[src/rtl/krt_pkg.sv]
// ----------------------------------------------------------------------------
// krt_pkg
// shared constants, codes and controller/datapath interface types for the
// keyed record table
// ----------------------------------------------------------------------------
package krt_pkg;

  localparam int unsigned Depth     = 64;
  localparam int unsigned IdxW      = $clog2(Depth);
  localparam int unsigned CntW      = 7;
  localparam int unsigned KeyW      = 32;
  localparam int unsigned NameBytes = 49;
  localparam int unsigned NameW     = 8 * NameBytes;
  localparam int unsigned RecW      = NameW + KeyW;
  localparam int unsigned InDataW   = RecW;
  localparam int unsigned OutDataW  = 400;

  // operation codes carried on the input tuser
  localparam logic [1:0] OpInsert = 2'd0;
  localparam logic [1:0] OpDelete = 2'd1;
  localparam logic [1:0] OpSelect = 2'd2;
  localparam logic [1:0] OpUpdate = 2'd3;

  // result status codes carried on the output tuser
  localparam logic [1:0] StDone    = 2'd0;
  localparam logic [1:0] StDup     = 2'd1;
  localparam logic [1:0] StFull    = 2'd2;
  localparam logic [1:0] StMissing = 2'd3;

  typedef struct packed {
    logic       capture;
    logic       scan_en;
    logic       rd_last;
    logic       wr_ins;
    logic       wr_upd;
    logic       wr_move;
    logic       cnt_inc;
    logic       cnt_dec;
    logic       load_out;
    logic       sel_name;
    logic [1:0] out_status;
  } krt_cmd_t;

  typedef struct packed {
    logic scan_done;
    logic found;
    logic slot_is_last;
    logic full;
    logic out_free;
  } krt_stat_t;

endpackage

[src/rtl/krt_ctrl.sv]
// ----------------------------------------------------------------------------
// krt_ctrl
// command sequencer: accept, key scan, table action (with a record move on delete), result hand-off
// ----------------------------------------------------------------------------
module krt_ctrl
  import krt_pkg::*;
(
  input  logic       clk_i,
  input  logic       rst_ni,
  input  logic       in_valid_i,
  output logic       in_ready_o,
  input  logic [1:0] in_op_i,
  input  krt_stat_t  stat_i,
  output krt_cmd_t   cmd_o
);

  localparam logic [2:0] SIdle   = 3'd0;
  localparam logic [2:0] SScan   = 3'd1;
  localparam logic [2:0] SAct    = 3'd2;
  localparam logic [2:0] SMove   = 3'd3;
  localparam logic [2:0] SFinish = 3'd4;

  logic [2:0] state_q, state_d;
  logic [1:0] op_q, op_d;
  logic [1:0] status_q, status_d;
  logic       sel_q, sel_d;

  assign in_ready_o = (state_q == SIdle);

  always_comb begin
    state_d  = state_q;
    op_d     = op_q;
    status_d = status_q;
    sel_d    = sel_q;
    cmd_o    = '0;
    unique case (state_q)
      SIdle: begin
        if (in_valid_i) begin
          cmd_o.capture = 1'b1;
          op_d          = in_op_i;
          state_d       = SScan;
        end
      end
      SScan: begin
        cmd_o.scan_en = 1'b1;
        if (stat_i.scan_done) begin
          state_d = SAct;
        end
      end
      SAct: begin
        status_d = StDone;
        sel_d    = 1'b0;
        state_d  = SFinish;
        case (op_q)
          OpInsert: begin
            if (stat_i.found) begin
              status_d = StDup;
            end else if (stat_i.full) begin
              status_d = StFull;
            end else begin
              cmd_o.wr_ins  = 1'b1;
              cmd_o.cnt_inc = 1'b1;
            end
          end
          OpDelete: begin
            if (!stat_i.found) begin
              status_d = StMissing;
            end else if (stat_i.slot_is_last) begin
              cmd_o.cnt_dec = 1'b1;
            end else begin
              cmd_o.rd_last = 1'b1;
              state_d       = SMove;
            end
          end
          OpSelect: begin
            if (!stat_i.found) begin
              status_d = StMissing;
            end else begin
              sel_d = 1'b1;
            end
          end
          default: begin
            if (!stat_i.found) begin
              status_d = StMissing;
            end else begin
              cmd_o.wr_upd = 1'b1;
            end
          end
        endcase
      end
      SMove: begin
        cmd_o.wr_move = 1'b1;
        cmd_o.cnt_dec = 1'b1;
        state_d       = SFinish;
      end
      SFinish: begin
        cmd_o.sel_name   = sel_q;
        cmd_o.out_status = status_q;
        if (stat_i.out_free) begin
          cmd_o.load_out = 1'b1;
          state_d        = SIdle;
        end
      end
      default: begin
        state_d = SIdle;
      end
    endcase
  end

  always_ff @(posedge clk_i or negedge rst_ni) begin
    if (!rst_ni) begin
      state_q <= SIdle;
    end else begin
      state_q <= state_d;
    end
  end

  always_ff @(posedge clk_i) begin
    op_q     <= op_d;
    status_q <= status_d;
    sel_q    <= sel_d;
  end

endmodule

[config.mk]
export PLATFORM = sky130hd
export DESIGN_NAME = krt_ctrl
export DESIGN_NICKNAME = d
export VERILOG_FILES = /design/src/rtl/krt_pkg.sv /design/src/rtl/krt_ctrl.sv
export SDC_FILE = /design/constraint.sdc
export NUM_CORES = 1
export LEC_CHECK = 0
export ABC_AREA = 0
export BUFFER_PORTS_ARGS = -buffer_cell sky130_fd_sc_hd__clkbuf_2
export CORE_AREA = 3 3 40 42
export DETAILED_ROUTE_END_ITERATION = 8
export DIE_AREA = 0 0 43 45
export PLACE_DENSITY_LB_ADDON = 0.1
export REMOVE_ABC_BUFFERS = 1
export SLEW_MARGIN = 25
export SYNTH_ARGS = -nofsm -noshare
export SYNTH_HDL_FRONTEND = slang
export SYNTH_SLANG_ARGS = --single-unit
[constraint.sdc]
create_clock -name clk_i -period 1.9 [get_ports clk_i]
set_input_delay 0 -clock clk_i [delete_from_list [all_inputs] [get_ports clk_i]]
set_output_delay 0 -clock clk_i [all_outputs]
set_load 0.01 [all_outputs]
==> impl_metrics.env <==
export IMPL_die_y_um=45
export IMPL_grt_pass1_wl_mm=1.57
export IMPL_die_w_um=43
export IMPL_crit_type="flip-flop to primary output"
export IMPL_grt_pass1_vias=393
export IMPL_dpl_hpwl_um=784
export IMPL_grt_remaining_overflow=0
export IMPL_final_util=0.492
export IMPL_cap_violations=0
export IMPL_detail_route_vias_per_cell=4.86
export IMPL_worstPathMaxFanout=9
export IMPL_cp_start_kind="flip-flop"
export IMPL_core_area_sq_um=1280
export IMPL_placed_area_sq_um=576
export IMPL_setup_viol=0
export IMPL_cts_hold_fix_buffers=3
export IMPL_gr_max_usage_layer="met2"
export IMPL_tightest_slew_ns=0.356
export IMPL_cts_tree="built"
export IMPL_fin_crit_sh=0.844
export IMPL_pin_count=23
export IMPL_globalRouteMet1Util=0.133
export IMPL_max_stage_delay_ns=0.51
export IMPL_first_pass_iters=1
export IMPL_arrival_ns=1.60
export IMPL_syn_area_sq_um=477
export IMPL_drv_slew=0
export IMPL_clkSlewWorstSetupHoldPaths_ns=0.05
export IMPL_maxSlewHeadroom=0.762
export IMPL_rsz0062_at_grt="no"
export IMPL_use_met3=0.0398
export IMPL_syn_inst=45
export IMPL_worst_slack_ns=0.297
export IMPL_cts_sinks=8
export IMPL_status="completed"
export IMPL_hold_slack_ns=0.0288
export IMPL_peakVddDrop_v=0.000691
export IMPL_nets=82
export IMPL_final_cells=86
export IMPL_dieArea_sq_um=1940
export IMPL_drc_errors=0
export IMPL_grt_max_degree=10
export IMPL_grt_total_usage=0.110
export IMPL_fin_tns_setup_ns=0
export IMPL_clock_latency_ns=0.26
export IMPL_area_delta_synth_final_pct=32.5
export IMPL_timing_fmax_mhz=624
export IMPL_postCtsSetupBuffers=0
export IMPL_fin_skew_ns=0.00879
export IMPL_antenna_found_initial=0
export IMPL_final_cell_area_sq_um=632
export IMPL_cts_repair_resized=0
export IMPL_drive_above_1_share=0.394
export IMPL_critPathBufInv=1
export IMPL_ys_seq_area_frac=0.472
export IMPL_std_cell_rows=13
export IMPL_ys_seq_elements=8
export IMPL_initial_utilization=0.371
export IMPL_ant_nets=0
export IMPL_cts_made_buffers=3
export IMPL_avgRoutedWirePerCell_um=11.1
export IMPL_port_buffers=22
export IMPL_p_total_uw=694
export IMPL_hold_path_class="input pin to flip-flop"
export IMPL_cp_cell_sequence="or3b_1 > nor3_2 > clkbuf_2"
export IMPL_worstPathRequired_ns=1.90
export IMPL_n_antenna_cell=0
export IMPL_vias=418
export IMPL_cts_root_buf="clkbuf_4"
export IMPL_placedCellCount=79
export IMPL_wirelength_um=957
export IMPL_htreeDepth=1
export IMPL_cp_top_family="simple AND/OR/NAND/NOR gates"
export IMPL_hold_viol=0
export IMPL_power_leakage_nw=0.296
export IMPL_use_met2=0.183
export IMPL_fin_crit_ns=1.60
export IMPL_slowest_stage="or3b_1"
export IMPL_ys_warn_count=0
export IMPL_pre_cts_slack_ns=0.501
export IMPL_cts_max_path_buffers=2
export IMPL_cp_end_kind="primary output"
export IMPL_power_density_nw_per_um2=1100
export IMPL_synth_cell_types=25
export IMPL_syn_avg_cell_area_sq_um=10.6
export IMPL_first_iter_violations=0
export IMPL_place_congestion=0.828
-- metal layers --
layer | vias to the layer above | wire length, um
met3 | 2 | 84
met2 | 16 | 464
met4 | 0 | 10
met5 | - | 0
met1 | 188 | 398
li1 | 212 | -
-- layout make-up --
class                      instances  area (sq um)
timing repair buffer              25           140
inverter                           2          7.51
fill                             128           653
tap                               15          18.8
multi-input combinational         32           214
sequential                         8           225
clock buffer                       4          26.3
-- path summary, 6_finish.rpt --
path                            start     endpoint  slack [ns]  cells after the start
setup / recovery           state_q[0]     cmd_o[5]        0.30                      3
hold / removal              stat_i[4]   state_q[1]        0.03                      3
setup reg to reg           state_q[0]  status_q[0]        0.51                      2
hold reg to reg               op_q[0]        sel_q        0.65                      1
max in group asynchronous      rst_ni   state_q[0]        1.71                      2
min in group asynchronous      rst_ni   state_q[2]        0.08                      2
-- layout by cell type, fill, tap and decap left out, drive strengths merged, types with 2 or more instances in the layout --
cell type,count
clkbuf,26
inv,2
dfrtp,3
edfxtp,5
and2,6
nor2,5
dlygate4sd3,3
nor3,3
nand2,2
nor2b,2
-- logic make-up (layout without fill, tap and decap cells) --
kind of cell / Yosys count / in the layout / synth area share
compound gates: 4 / 4 / 0.0787
buf+inv: 5 / 31 / 0.0787
flops: 8 / 8 / 0.472
simple gates: 27 / 27 / 0.352
xor+xnor: 1 / 1 / 0.0184
-- report_power, final --
| group | switching [mW] | internal, mW |
|---|---|---|
| logic | 0.133 | 0.128 |
| registers | 0.0558 | 0.236 |
| clock network | 0.0600 | 0.0805 |
-- state kept, by name, summed over array words and instances (netlist names) --
| name | flops |
|---|---|
| sel_q | 1 |
| state_q | 3 |
| op_q | 2 |
| status_q | 2 |
-- synthesized netlist by cell type --
library cell  n  area [sq um]
and2_1        6          37.5
nand2_1       2          7.51
nor2_1        5          18.8
inv_1         2          7.51
nor4b_1       1          8.76
a211o_1       1          8.76
buf_4         1          7.51
nand4b_1      1          8.76
nor2b_1       2          12.5
buf_6         2          22.5
o22ai_2       1          12.5
nor3_1        2          10.0
nand4bb_1     1          11.3
nor3_2        1          10.0
or3_1         1          6.26
o32ai_1       1          8.76
and3b_1       1          8.76
nor3b_1       1          7.51
nand3_1       1          5.00
a21boi_0      1          7.51
xnor2_1       1          8.76
or3b_1        1          8.76
or2_2         1          6.26
edfxtp_1      5           150
dfrtp_1       3          75.1
-- tightest hold or removal path, delay by kind of cell --
family,cells,cell delay (ns)
buffers and inverters,1,0.09
AND/OR/NAND/NOR,1,0.07
AO/OA/AOI/OAI,1,0.07
Power figures use the tool's default switching activity.
